$ cat src/wwr_pkg.sv
`timescale 1ns / 1ps
package wwr_pkg;

   // Longest pattern held, and longest replacement.
   localparam int MaxPattern = 8;
   localparam int MaxReplace = 8;
   // A step can emit a whole held word or replacement plus one more byte.
   localparam int JobBytes = MaxPattern + 1;
   localparam int LenWidth = 4;
   localparam int CsrIndexWidth = 3;
   localparam int CsrDataWidth = 64;

   localparam logic [CsrIndexWidth-1:0] RegPatternBytes     = 3'd0;
   localparam logic [CsrIndexWidth-1:0] RegPatternLength    = 3'd1;
   localparam logic [CsrIndexWidth-1:0] RegReplacementBytes = 3'd2;
   localparam logic [CsrIndexWidth-1:0] RegReplacementLength = 3'd3;
   localparam logic [CsrIndexWidth-1:0] RegDelimiter        = 3'd4;

   typedef struct packed {
      logic [7:0] in_char;
      logic       text_end_in;
   } req_type;

   typedef struct packed {
      logic [7:0] out_char;
      logic       run_last;
      logic       text_end_out;
   } rsp_type;

   // The bytes one input beat produces, in order, ready for the back end.
   typedef struct packed {
      logic [JobBytes-1:0][7:0] bytes;
      logic [LenWidth-1:0]      count;
      logic                     text_end;
   } job_type;

endpackage

$ cat src/wwr_front.sv
`timescale 1ns / 1ps
module wwr_front (
   input  logic                               clock,
   input  logic                               reset,
   input  logic                               accept,
   input  wwr_pkg::req_type                   req,
   input  logic                               csr_write_enable,
   input  logic [wwr_pkg::CsrIndexWidth-1:0]  csr_index,
   input  logic [wwr_pkg::CsrDataWidth-1:0]   csr_write_data,
   output wwr_pkg::job_type                   job
);
   import wwr_pkg::*;

   logic [63:0]         pattern_ff;
   logic [LenWidth-1:0] pattern_len_ff;
   logic [63:0]         replace_ff;
   logic [LenWidth-1:0] replace_len_ff;
   logic [7:0]          delimiter_ff;

   logic [MaxPattern-1:0][7:0] store_ff;
   logic [LenWidth-1:0]        fill_ff;
   logic [LenWidth-1:0]        fill_in;
   logic                       pass_ff;
   logic                       pass_in;

   logic [MaxPattern-1:0][7:0] view;
   logic [LenWidth-1:0]        plen;
   logic [LenWidth-1:0]        rlen;
   logic [LenWidth-1:0]        word_len;
   logic [LenWidth-1:0]        base;
   logic [MaxPattern-1:0]      byte_ok;
   logic                       is_delim;
   logic                       room;
   logic                       match;
   logic                       use_repl;
   logic                       append;
   logic                       store_write;

   function automatic logic [7:0] upcase(input logic [7:0] c);
      begin
         upcase = (c >= 8'h61 && c <= 8'h7a) ? (c - 8'd32) : c;
      end
   endfunction

   always_ff @(posedge clock) begin
      if (reset) begin
         pattern_ff     <= '0;
         pattern_len_ff <= LenWidth'(1);
         replace_ff     <= '0;
         replace_len_ff <= '0;
         delimiter_ff   <= 8'd32;
      end else if (csr_write_enable) begin
         case (csr_index)
            RegPatternBytes:      pattern_ff     <= csr_write_data[63:0];
            RegPatternLength:     pattern_len_ff <= csr_write_data[LenWidth-1:0];
            RegReplacementBytes:  replace_ff     <= csr_write_data[63:0];
            RegReplacementLength: replace_len_ff <= csr_write_data[LenWidth-1:0];
            RegDelimiter:         delimiter_ff   <= csr_write_data[7:0];
            default: ;
         endcase
      end
   end

   always_comb begin
      plen = pattern_len_ff;
      if (plen == '0) plen = LenWidth'(1);
      if (plen > LenWidth'(MaxPattern)) plen = LenWidth'(MaxPattern);
      rlen = (replace_len_ff > LenWidth'(MaxReplace)) ? LenWidth'(MaxReplace)
                                                        : replace_len_ff;
   end

   // The held word with the incoming byte placed after it; a delimiter never
   // reaches that position in the comparison, so one view serves both cases.
   always_comb begin
      for (int i = 0; i < MaxPattern; i++) begin
         view[i] = (fill_ff == LenWidth'(i)) ? req.in_char : store_ff[i];
      end
   end

   assign is_delim = (req.in_char == delimiter_ff);
   assign room     = (fill_ff < plen);
   assign word_len = is_delim ? fill_ff : (fill_ff + LenWidth'(1));

   always_comb begin
      for (int i = 0; i < MaxPattern; i++) begin
         byte_ok[i] = (LenWidth'(i) >= plen) ||
                      (upcase(view[i]) == upcase(pattern_ff[8*i +: 8]));
      end
      match = (word_len == plen) && (&byte_ok);
   end

   always_comb begin
      base     = '0;
      use_repl = 1'b0;
      append   = 1'b1;
      if (is_delim) begin
         if (!pass_ff) begin
            if (match) begin
               use_repl = 1'b1;
               base     = rlen;
            end else begin
               base = fill_ff;
            end
         end
      end else if (pass_ff) begin
         base = '0;
      end else if (room) begin
         append = 1'b0;
         if (req.text_end_in) begin
            if (match) begin
               use_repl = 1'b1;
               base     = rlen;
            end else begin
               base = word_len;
            end
         end
      end else begin
         base = fill_ff;
      end
   end

   always_comb begin
      for (int i = 0; i < JobBytes; i++) begin
         job.bytes[i] = req.in_char;
         if (i < MaxPattern && LenWidth'(i) < base) begin
            job.bytes[i] = use_repl ? replace_ff[8*(i % MaxPattern) +: 8]
                                    : view[i % MaxPattern];
         end
      end
      job.count    = base + LenWidth'(append);
      job.text_end = req.text_end_in;
   end

   assign store_write = !is_delim && !pass_ff && room;

   always_comb begin
      fill_in = fill_ff;
      pass_in = pass_ff;
      if (is_delim || req.text_end_in) begin
         fill_in = '0;
         pass_in = 1'b0;
      end else if (!pass_ff) begin
         if (room) begin
            fill_in = fill_ff + LenWidth'(1);
         end else begin
            fill_in = '0;
            pass_in = 1'b1;
         end
      end
   end

   always_ff @(posedge clock) begin
      if (reset) begin
         fill_ff <= '0;
         pass_ff <= 1'b0;
      end else if (accept) begin
         fill_ff <= fill_in;
         pass_ff <= pass_in;
      end
   end

   always_ff @(posedge clock) begin
      if (accept && store_write) begin
         store_ff[fill_ff[$clog2(MaxPattern)-1:0]] <= req.in_char;
      end
   end

endmodule

$ cat src/wwr_queue.sv
`timescale 1ns / 1ps
module wwr_queue (
   input  logic             clock,
   input  logic             reset,
   input  logic             push,
   input  wwr_pkg::job_type push_job,
   output logic             full,
   input  logic             pop,
   output logic             not_empty,
   output wwr_pkg::job_type pop_job
);
   import wwr_pkg::*;

   job_type     mem_ff [2];
   logic        wr_ptr_ff;
   logic        rd_ptr_ff;
   logic [1:0]  count_ff;

   assign full      = (count_ff == 2'd2);
   assign not_empty = (count_ff != 2'd0);
   assign pop_job   = mem_ff[rd_ptr_ff];

   always_ff @(posedge clock) begin
      if (reset) begin
         wr_ptr_ff <= 1'b0;
         rd_ptr_ff <= 1'b0;
         count_ff  <= 2'd0;
      end else begin
         if (push) wr_ptr_ff <= !wr_ptr_ff;
         if (pop)  rd_ptr_ff <= !rd_ptr_ff;
         if (push && !pop) begin
            count_ff <= count_ff + 2'd1;
         end else if (pop && !push) begin
            count_ff <= count_ff - 2'd1;
         end
      end
   end

   always_ff @(posedge clock) begin
      if (push) mem_ff[wr_ptr_ff] <= push_job;
   end

endmodule

$ cat src/wwr_back.sv
`timescale 1ns / 1ps
module wwr_back (
   input  logic             clock,
   input  logic             reset,
   input  logic             job_ready,
   input  wwr_pkg::job_type job,
   output logic             job_pop,
   output logic             rsp_valid,
   input  logic             rsp_stall,
   output wwr_pkg::rsp_type rsp_payload
);
   import wwr_pkg::*;

   job_type             cur_ff;
   logic                cur_valid_ff;
   logic [LenWidth-1:0] pos_ff;
   logic                rsp_valid_ff;
   rsp_type             rsp_ff;

   logic out_free;
   logic emit;
   logic last;
   logic cur_done;

   assign out_free = !rsp_valid_ff || !rsp_stall;
   assign emit     = cur_valid_ff && out_free;
   assign last     = (pos_ff == cur_ff.count - LenWidth'(1));
   assign cur_done = !cur_valid_ff || (emit && last);
   assign job_pop  = cur_done && job_ready;

   always_ff @(posedge clock) begin
      if (reset) begin
         cur_valid_ff <= 1'b0;
         rsp_valid_ff <= 1'b0;
      end else begin
         // A job that produces no bytes is dropped as it is loaded.
         if (job_pop) begin
            cur_valid_ff <= (job.count != '0);
         end else if (cur_done) begin
            cur_valid_ff <= 1'b0;
         end
         if (emit) begin
            rsp_valid_ff <= 1'b1;
         end else if (!rsp_stall) begin
            rsp_valid_ff <= 1'b0;
         end
      end
   end

   always_ff @(posedge clock) begin
      if (job_pop) begin
         cur_ff <= job;
         pos_ff <= '0;
      end else if (emit && !last) begin
         pos_ff <= pos_ff + LenWidth'(1);
      end
      if (emit) begin
         rsp_ff.out_char     <= cur_ff.bytes[pos_ff];
         rsp_ff.run_last     <= last;
         rsp_ff.text_end_out <= last && cur_ff.text_end;
      end
   end

   assign rsp_valid   = rsp_valid_ff;
   assign rsp_payload = rsp_ff;

endmodule

$ cat src/whole_word_replace_stream.sv
`timescale 1ns / 1ps
// Path: job queue, then current-job register, then registered output beat.
// Throughput: one input beat per cycle while the output is not stalled and each
// beat causes at most one result; a beat causing n results holds the output for
// all of them in turn, and the two-entry job queue between classifier and
// serialiser absorbs short bursts. Reset (synchronous, active high) clears the
// word state, the queue and the output, and loads the register defaults.
module whole_word_replace_stream (
   input  logic                               clock,
   input  logic                               reset,
   input  logic                               req_valid,
   output logic                               req_stall,
   input  wwr_pkg::req_type                   req_payload,
   output logic                               rsp_valid,
   input  logic                               rsp_stall,
   output wwr_pkg::rsp_type                   rsp_payload,
   input  logic                               csr_write_enable,
   input  logic [wwr_pkg::CsrIndexWidth-1:0]  csr_index,
   input  logic [wwr_pkg::CsrDataWidth-1:0]   csr_write_data
);
   import wwr_pkg::*;

   job_type front_job;
   job_type queue_job;
   logic    queue_full;
   logic    queue_ready;
   logic    queue_pop;
   logic    accept;

   assign req_stall = queue_full;
   assign accept    = req_valid && !queue_full;

   wwr_front u_front (
      .clock            (clock),
      .reset            (reset),
      .accept           (accept),
      .req              (req_payload),
      .csr_write_enable (csr_write_enable),
      .csr_index        (csr_index),
      .csr_write_data   (csr_write_data),
      .job              (front_job)
   );

   wwr_queue u_queue (
      .clock     (clock),
      .reset     (reset),
      .push      (accept),
      .push_job  (front_job),
      .full      (queue_full),
      .pop       (queue_pop),
      .not_empty (queue_ready),
      .pop_job   (queue_job)
   );

   wwr_back u_back (
      .clock       (clock),
      .reset       (reset),
      .job_ready   (queue_ready),
      .job         (queue_job),
      .job_pop     (queue_pop),
      .rsp_valid   (rsp_valid),
      .rsp_stall   (rsp_stall),
      .rsp_payload (rsp_payload)
   );

endmodule

$ cat config.mk
export PLATFORM = sky130hd
export DESIGN_NAME = whole_word_replace_stream
export DESIGN_NICKNAME = d
export VERILOG_FILES = /design/src/wwr_pkg.sv /design/src/wwr_front.sv /design/src/wwr_queue.sv /design/src/wwr_back.sv /design/src/whole_word_replace_stream.sv
export SDC_FILE = /design/constraint.sdc
export NUM_CORES = 1
export LEC_CHECK = 0
export BUFFER_PORTS_ARGS = -buffer_cell sky130_fd_sc_hd__buf_2
export CELL_PAD_IN_SITES_DETAIL_PLACEMENT = 1
export CELL_PAD_IN_SITES_GLOBAL_PLACEMENT = 1
export CORE_ASPECT_RATIO = 1.4
export CORE_UTILIZATION = 50
export DETAILED_ROUTE_END_ITERATION = 10
export GPL_ROUTABILITY_DRIVEN = 0
export GPL_TIMING_DRIVEN = 0
export PLACE_DENSITY_LB_ADDON = 0.1
export SYNTH_ARGS = -nofsm -noshare
export SYNTH_HDL_FRONTEND = slang
export SYNTH_HIERARCHICAL = 1
export SYNTH_SLANG_ARGS = --single-unit
$ cat constraint.sdc
create_clock -name clock -period 6.6 [get_ports clock]
set_input_delay 1.32 -clock clock [delete_from_list [all_inputs] [get_ports clock]]
set_output_delay 1.32 -clock clock [all_outputs]
set_load 0.01 [all_outputs]
== After elaboration in Yosys (flattened, before gate mapping) ==
Memories as Yosys holds them, arrays and structs flattened. A register that Yosys moved wholly into a read port is not among the register bits.
Index checks and enable logic that the tools add are counted.
W data, S select, Z words.

* $add $sub $neg: 22
* Multiply operators: 0
* Divide/modulo/power cells: 0
* Magnitude comparators: 54
* Equality and inequality tests: 25
* Shifts and indexed selects: 0
* Mux-type cells: 79
* Bitwise logic cells: 0
* Reduce and logical (&&, ||, !) cells: 65

{| class="wikitable"
|+ Operator list
! operator !! count
|-
| $mux W8 || 42
|-
| $ge A8 B7 Y1 const B || 16
|-
| $le A8 B7 Y1 const B || 16
|-
| $sub A8 B6 Y8 const B || 16
|-
| $eq A8 B8 Y1 || 9
|-
| $bwmux W64 || 1
|-
| $mux W4 || 14
|-
| $bmux W8 S4 || 1
|-
| $logic_and A1 B1 Y1 || 29
|-
| $demux W8 S3 || 1
|-
| $mux W1 || 18
|-
| $eq A4 B3 Y1 const B || 4
|-
| $ge A3 B4 Y1 const A || 4
|-
| $lt A3 B4 Y1 const A || 4
|-
| $reduce_and A2 Y1 || 6
|-
| $logic_not A1 Y1 || 11
|-
| $logic_or A1 B1 Y1 || 11
|-
| $add A4 B1 Y4 const B || 2
|-
| $eq A4 B2 Y1 const B || 2
|-
| $eq A4 B4 Y1 || 2
|-
| $ge A1 B4 Y1 const A || 2
|-
| $ge A2 B4 Y1 const A || 2
|-
| $gt A4 B4 Y1 const B || 2
|-
| $logic_not A4 Y1 || 2
|-
| 22 further kinds || 28
|}

* Register bits after elaboration: 310
* Bits in latches: 0
* Memory bits (writable): 154
* Memory bits (read-only): 0
* Input bits: 81
* Word-level logic and storage cells: 281
* Memories kept: 1

{| class="wikitable"
|+ Memories
! memory !! words !! bits a word !! read ports !! clocked after memory_dff !! write ports !! line !! source
|-
| u_queue.mem_ff || 2 || 77 || 1 || 1 || 1 || wwr_queue.sv:14 || <nowiki>job_type mem_ff [2];</nowiki>
|}

== Longest topological paths before layout ==
Gate-level depths: netlist (run 1).

* Word-level depth: 16
* Gate-level depth with buffers: 21

== By module ==
Netlist (run 1), hierarchy kept.

{| class="wikitable"
|+ Modules (own cells, without submodules)
! module !! times used !! cells each !! area an instance (um^2) !! sequential area each (um^2)
|-
| wwr_front || 1 || 1,562 || 12,789.8 || 4,904.7
|-
| wwr_queue || 1 || 262 || 5,899.4 || 4,724.5
|-
| wwr_back || 1 || 183 || 3,575.9 || 2,732.6
|-
| whole_word_replace_stream || 1 || 1 || 13.8 || 0.0
|}

== Worst setup path after synthesis (run 1) ==
Ideal clock, no wire load.

* Path kind: input-to-reg
* Start point: input req_valid
* End point: memory u_queue/mem_ff[0][0] (netlist name) (enable)
* Library setup time: 522 ps
* Arrival: 4,926 ps
* Required time: 6,078 ps
* Setup slack: 1,152 ps
* Stages: 2
* Buffers on the path: 0
* Cell sequence: nor2b_4 > nor2b_1

* Word-level cells in the longest chain between the ends: 3

{| class="wikitable"
|+ RTL lines
! what !! line !! source
|-
| from (decl) || whole_word_replace_stream.sv:11 || <nowiki>input logic req_valid,</nowiki>
|-
| $logic_and A1 B1 Y1 || whole_word_replace_stream.sv:31 || <nowiki>assign accept = req_valid && !queue_full;</nowiki>
|-
| $mux W1 || wwr_queue.sv:40 || <nowiki>if (push) mem_ff[wr_ptr_ff] <= push_job;</nowiki>
|-
| $mux W1 (not written as such) || wwr_queue.sv:40 ||
|-
| to (decl) || wwr_queue.sv:14 ||
|}

Every way passes these cells.

==> summary.md, run 1 <==
| Metric | Value |
|---|---|
| Arrival @ worst endpoint | 6870 ps |
| Largest net degree at the start of global routing | 61 |
| Critical path peak fanout | 11 |
| Top cells by area in the synthesized netlist | edfxtp_1, dfxtp_1, nand2_1, a21oi_1, mux2_2 |
| Remaining Overflow, GRT | 0 |
| Tot Pwr | 0.00847 W |
| Routed len/inst | 26.5 µm |
| DP Wirelength | 54.7 mm |
| Top_reg_cell synth | edfxtp_1 |
| Part of the power in registers | 46.7% |
| Clk Latency, worst-skew pair | 580 ps |
| Ratio of cells with drive above 1 in the final layout | 16.6% |
| Worst R2R Start | u_front/fill_ff[1] |
| Leak Pwr | 9.02 nW |
| CTS Root Cell | clkbuf_16 |
| P_int | 0.00611 W |
| Via density | 6.18 |
| Area Overhead vs Synth | 13.1% |
| Hold Crit Start | u_front/replace_ff[51] |
| Vias in the first global route | 17620 |
| Period minus WS final | 6610 ps |
| Die area | 0.0454 mm² |
| Gate power share | 20.6% |
| Number of CTS-inserted buffers | 45 |
| Hold-critical path depth | 2 |
| Psw | 0.00236 W |
| Core region area | 0.0441 mm² |
| Synth async-reset ratio | 0% |
| Final worst setup slack | -6.32 ps |
| Max Cap Violations | 0 |
| Initial drt markers | 1334 |
| First-pass GRT wire length | 108 mm |
| Synth top area share | 41.1% |
| Tightest Hold Check Type | flop to flop |
| Fmax | 0.151 GHz |
| Final hold vios | 0 |
| Status | complete, but fails checks |
| Netlist cell types | 90 |
| CP max stage delay | 700 ps |
| Die height | 252 µm |
| Fill count | 4666 |
| Post-synth top cells | nand2_1, edfxtp_1, a21oi_1, dfxtp_1, nor2_1 |
| Violated checks | negative setup slack |
| Clk pwr share | 32.7% |
| TritonCTS clock tree | built |
| Hold EP | u_front/replace_ff[51] |
| Yosys top cell by area | edfxtp_1 |
| TritonRoute pass-1 iters | 5 |
| GRT Overall Usage | 32.1% |
| I/O Pins | 93 |
| Post-Syn Area per Cell | 11.1 µm² |
| Multi-input gate area | 0.00916 mm² |
| Setup Fix Bufs, Post-CTS | 0 |
| Reg2Reg Setup Slack | 120 ps |
| Final nets | 2260 |
| Antenna Nets Post-Route | 0 |
| Rows | 91 |
| Initial Utilization | 50.6% |
| Worst-Margin Slew | 1270 ps |
| Reg2Reg Depth | 21 |
| Post-synth EDFFs | 305 |
| Sequential Area | 0.0124 mm² |
| Clock Path Buffers | 3 |
| Routed Wire Length | 72.9 mm |
| Worst IR Drop VDD | 182 µV |
| Syn Inst Count | 2008 |
| Unrepaired setup endpoints after global routing | no |
| Sink Count | 465 |
| CP Cell Sequence | buf_2 > clkbuf_1 > or4_4 > o221ai_1 > o22ai_1 > nor2b_1 > o41ai_1 > a31o_2 > nand4_1 > nor4_4 > buf_4 > nand2_1 > buf_2 > clkbuf_2 > o22ai_1 > a2bb2oi_1 |
| Clk_skew | 22.0 ps |
| CP Class | input pin to flop |
| Critical path's slowest cell | o221ai_1 |
| H-tree Lvls | 2 |
| Final setup TNS | -12.6 ps |
| FF+latch count, synth | 465 |
| Number of port buffers | 92 |
| Die width | 180 µm |
| Post-synth design cell area | 0.0223 mm² |
| Reg clk slew, reported paths | 60 ps |
| # setup viols final | 2 |
| Synth Warn # | 6 |
| Worst Path Required | 6860 ps |
| Initial antenna violation count | 2 |
| Seq/Total Area, Yosys | 55.5% |
| PwrDens | 336 mW/mm² |
| CP endpoint kind | flop |
| Switching Share | 27.9% |
| Final Slew Violations | 0 |
| Syn Nets | 2117 |
| Drt drc | 0 |
| Setup crit start kind | input pin |
| Rel. slew slack | 15.5% |
| Final Cycle Share | 100% |
| Worst R2R End | u_queue/mem_ff[1][68] |
| Most frequent cell after synthesis | nand2_1 |
| Routed via count | 16996 |
| Hold buffers post-CTS | 0 |
## critical path, delay by kind of cell
kind                   cells  cell delay [ps]
and+or+nand+nor            5             1760
buffers and inverters      5             1680
AOI/OAI and AO/OA          6             2070
## cell usage in the layout, fill, tap and decap left out, types with 49 or more instances in the layout
cell / synthesis / final
a21oi_1: 194 / 194
buf_2: 15 / 107
clkbuf_1: 77 / 74
dfxtp_1: 160 / 160
edfxtp_1: 305 / 305
inv_1: 49 / 49
mux2_2: 62 / 62
mux2i_1: 63 / 61
nand2_1: 346 / 346
nor2_1: 78 / 78
o21ai_0: 59 / 59
o22ai_1: 54 / 54
## logic make-up (layout without fill, tap and decap cells)
kind of cell    Yosys count  in the layout  share of synthesized area, %
simple gates            609            609                          12.5
compound gates          472            472                          13.5
flops                   465            465                          55.5
mux                     175            175                          9.87
buf+inv                 175            355                          3.55
xor+xnor                 84             84                          3.55
fa+ha+maj                28             28                          1.57
other cells               0              2                             0
## power by group through the flow
stage	Clock (W)	Combinational, W	Sequential (W)
finish	0.00277	0.00175	0.00396
global placement	0	0.00162	0.00404
detailed placement	0	0.00175	0.00402
global route	0.00289	0.00186	0.00399
floorplan	0	0.00112	0.00397
CTS	0.00280	0.00176	0.00397
## area by class of cell
class / instances / area share [%]
timing repair buffer: 97 / 2.34
buffer: 124 / 2.43
antenna: 2 / 0.0199
tap: 558 / 2.77
sequential: 465 / 49.0
inverter: 50 / 0.759
multi-input combinational: 1368 / 36.3
clock inverter: 29 / 1.47
clock buffer: 55 / 4.83
## worst max-delay path by stage
stage | cells past startpoint | from | slack [ps] | end
6_report | 16 | req_payload[3] | -6 | u_queue/mem_ff[1][68]
2_1_floorplan | 2 | req_valid | 1150 | u_queue/mem_ff[0][0]
5_1_grt | 19 | u_front/fill_ff[1] | 20 | u_queue/mem_ff[1][5]
3_5_place_dp | 18 | req_payload[6] | -770 | u_queue/mem_ff[0][68]
3_3_place_gp | 3 | req_valid | -990 | u_queue/mem_ff[0][73]
4_1_cts | 16 | req_payload[4] | 20 | u_queue/mem_ff[0][68]
## through the flow
stage                     instance area [µm²]  hold WS [ps]  setup WS [ps]  instances  utilization [%]
after floorplan                         22300           433           1150       2008                -
after global placement                  23400           445           -992       2658             53.2
after detailed placement                23600           450           -767       2663             53.5
after CTS                               25200           459           19.8       2746             57.1
after global routing                    25200           480           16.3       2746             57.2
final                                   25200           459          -6.32       2748             57.2
## registers in the layout (all words and copies together), names as in the netlist, named ones only
name / cells
u_queue/wr_ptr_ff: 1
u_front/store_ff: 64
u_queue/mem_ff: 154
u_front/delimiter_ff: 8
u_back/pos_ff: 4
u_queue/count_ff: 2
u_back/rsp_valid: 1
u_front/replace_len_ff: 4
u_queue/rd_ptr_ff: 1
u_back/rsp_payload: 10
u_front/replace_ff: 64
u_back/cur_ff: 77
u_back/cur_valid_ff: 1
u_front/fill_ff: 4
u_front/pass_ff: 1
u_front/pattern_len_ff: 4
u_front/pattern_ff: 64
## per-layer routing
layer / part of all wire [%] / global-route usage (%) / routed length (µm)
met1: 38 / 37.0 / 27900
met2: 50 / 56.7 / 36600
met3: 5.2 / 4.24 / 3810
met4: 6.4 / 19.6 / 4630
met5: 0 / 0 / 0
## what timing repair did
action,4_1_cts,5_1_grt
setup endpoints to repair,78,82
pin swaps,0,0
gates resized for setup,4,20
Note: power is estimated with default switching activity, not from simulation.
==> run 2: changes to the inputs <==
- CORE_UTILIZATION: 50 -> 54
- RECOVER_POWER: default -> 50
- clock period: 6.6 -> 8.06 ns (I/O delays scaled with it)
==> summary.md, run 2 (same netlist as run 1, synthesis figures left out) <==
| Metric | Value |
|---|---|
| Vias in the first global route | 18054 (was 17620) |
| Status | complete, but fails checks (unchanged) |
| Die area | 0.0421 mm² (was 0.0454 mm²) |
| Via density | 6.38 (was 6.18) |
| Worst R2R Start | u_front/fill_ff[1] (unchanged) |
| Largest net degree at the start of global routing | 61 (unchanged) |
| Rows | 87 (was 91) |
| CP top delay family | buffers and inverters (was compound AO/OA/AOI/OAI gates) |
| Leak Pwr | 8.67 nW (was 9.02 nW) |
| Buf/Inv on CP | 6 (was 5) |
| Final nets | 2260 (unchanged) |
| Fmax | 0.127 GHz |
| Critical path's slowest cell | clkbuf_1 (was o221ai_1) |
| Routed len/inst | 28.0 µm (was 26.5 µm) |
| Sink Count | 465 (unchanged) |
| Hold EP | u_front/pattern_ff[5] (was u_front/replace_ff[51]) |
| CP Class | input pin to flop (unchanged) |
| Hold-critical path depth | 2 (unchanged) |
| CP Cell Sequence | clkbuf_1 > clkbuf_1 > clkbuf_1 > mux2i_1 > xnor2_1 > a211oi_1 > o211ai_1 > a221oi_1 > nand4_1 > nor4_2 > buf_4 > nand2_1 > buf_2 > clkbuf_1 > o22ai_1 > a2bb2oi_1 (was buf_2 > clkbuf_1 > or4_4 > o221ai_1 > o22ai_1 > nor2b_1 > o41ai_1 > a31o_2 > nand4_1 > nor4_4 > buf_4 > nand2_1 > buf_2 > clkbuf_2 > o22ai_1 > a2bb2oi_1) |
| Ratio of cells with drive above 1 in the final layout | 12.0% (was 16.6%) |
| Number of port buffers | 92 (unchanged) |
| Clock Path Buffers | 3 (unchanged) |
| TritonRoute pass-1 iters | 5 (unchanged) |
| Arrival @ worst endpoint | 8130 ps (was 6870 ps) |
| Hold buffers post-CTS | 0 (unchanged) |
| TritonCTS clock tree | built (unchanged) |
| Routed Wire Length | 76.1 mm (was 72.9 mm) |
| Final hold vios | 0 (unchanged) |
| Tot Pwr | 0.00673 W (was 0.00847 W) |
| I/O Pins | 93 (unchanged) |
| # setup viols final | 0 (was 2) |
| Clk_skew | 26.2 ps (was 22.0 ps) |
| Final setup TNS | 0 ps (was -12.6 ps) |
| Rel. slew slack | -145% (was 15.5%) |
| Reg2Reg Setup Slack | 1060 ps (was 120 ps) |
| CP endpoint kind | flop (unchanged) |
| Hold Crit Start | u_front/pattern_ff[5] (was u_front/replace_ff[51]) |
| Area Overhead vs Synth | 10.9% (was 13.1%) |
| Initial Utilization | 55.0% (was 50.6%) |
| Worst R2R End | u_queue/mem_ff[0][63] (was u_queue/mem_ff[1][68]) |
| Setup crit start kind | input pin (unchanged) |
| Worst IR Drop VDD | 163 µV (was 182 µV) |
| Tightest Hold Check Type | flop to flop (unchanged) |
| Critical Path Most Common Cell | clkbuf_1 |
| Core region area | 0.0405 mm² (was 0.0441 mm²) |
| Most flops, register | u_queue/mem_ff (unchanged) |
| DP Wirelength | 55.1 mm (was 54.7 mm) |
| Critical path peak fanout | 10 (was 11) |
| Worst-Margin Slew | 3670 ps (was 1270 ps) |
| Remaining Overflow, GRT | 0 (unchanged) |
| Drt drc | 0 (unchanged) |
| Final Cycle Share | 97.7% |
| Die width | 174 µm (was 180 µm) |
| Post-CTS Resized | 0 (was 4) |
| Fill count | 4347 (was 4666) |
| Worst Path Required | 8310 ps (was 6860 ps) |
| Sequential Area | 0.0124 mm² (unchanged) |
| PwrDens | 272 mW/mm² (was 336 mW/mm²) |
| Period minus WS final | 7880 ps |
| Reg clk slew, reported paths | 60 ps (about the same) |
| Violated checks | max-capacitance violations, max-slew violations (was negative setup slack) |
| CTS Root Cell | clkbuf_16 (unchanged) |
| Clk Latency, worst-skew pair | 580 ps (about the same) |
| Most common cell after layout, fill and taps aside | nand2_1 (unchanged) |
| Max Cap Violations | 4 (was 0) |
| Routed via count | 17375 (was 16996) |
| Unrepaired setup endpoints after global routing | no (unchanged) |
| Initial drt markers | 1593 (was 1334) |
| Antenna Nets Post-Route | 0 (unchanged) |
| Final Slew Violations | 174 (was 0) |
| GRT Overall Usage | 35.9% (was 32.1%) |
| Die height | 242 µm (was 252 µm) |
| Initial antenna violation count | 0 (was 2) |
| Setup Fix Bufs, Post-CTS | 0 (unchanged) |
| First-pass GRT wire length | 112 mm (was 108 mm) |
| H-tree Lvls | 2 (unchanged) |
| Number of CTS-inserted buffers | 45 (unchanged) |
| Reg2Reg Depth | 20 (was 21) |
| Most frequent cells in the layout | nand2_1, edfxtp_1, a21oi_1 (unchanged) |
| Largest register FFs | 154 (unchanged) |
| Multi-input gate area | 0.00902 mm² (was 0.00916 mm²) |
| CP max stage delay | 920 ps (was 700 ps) |
| Largest regs | u_queue/mem_ff: 154 flops, u_back/cur_ff: 77 flops (unchanged) |
run 2: changes by cell type in the layout (fill, tap and decap cells not counted), moves of 15 or more:
cell      previous run  this run
clkbuf_1            74       126
mux2_1               0        42
mux2_2              62        47
buf_2              107        81
mux2_4              34         7
run 2: per-stage QoR:
stage	instance area (µm²)	instances	util, %	hold slack (ps)	worst slack (ps)
2_1_floorplan	22300	2008	-	433	2320
3_3_place_gp	23400	2634	57.8	444	232
3_5_place_dp	23500	2638	58.1	451	408
4_1_cts	25000	2721	61.7	462	982
5_1_grt	24700	2721	61.0	484	446
6_report	24700	2722	61.0	465	184
run 2: layout make-up:
class,count,area share [%]
Sequential cell,465,50.0
Multi-Input combinational cell,1368,36.5
Clock buffer,60,5.08
Tap cell,534,2.70
Buffer,125,2.17
Timing Repair Buffer,96,1.97
Clock inverter,23,0.810
Inverter,50,0.759
Antenna cell,1,0.0101
run 2: how the worst max path moves through the flow:
stage                         from               endpoint  slack, ps  depth (start not counted)
floorplan                req_valid   u_queue/mem_ff[0][0]       2320                          2
global placement         req_valid  u_queue/mem_ff[0][49]        230                          3
detailed placement  req_payload[6]  u_queue/mem_ff[0][15]        410                         18
CTS                 req_payload[6]  u_queue/mem_ff[1][15]        980                         18
global route        req_payload[6]  u_queue/mem_ff[0][55]        450                         18
finish              req_payload[3]  u_queue/mem_ff[0][63]        180                         16
run 2: tightest hold or removal path: stages (launching register included):
cell and delay (ps):
dfxtp_1 310, nand2_1 50, a21oi_1 60
run 2: power breakdown:
part,total (W),switching [W],internal (W)
clock,0.00210,0.000925,0.00117
sequential,0.00328,0.000175,0.00310
combinational,0.00136,0.000874,0.000486
total,0.00673,0.00197,0.00476
run 2: metal layers:
metal | part of all wire [%] | GRT usage (%)
met1 | 37 | 41.0
met2 | 50 | 63.0
met3 | 6.5 | 5.13
met4 | 6.8 | 22.7
met5 | 0 | 0
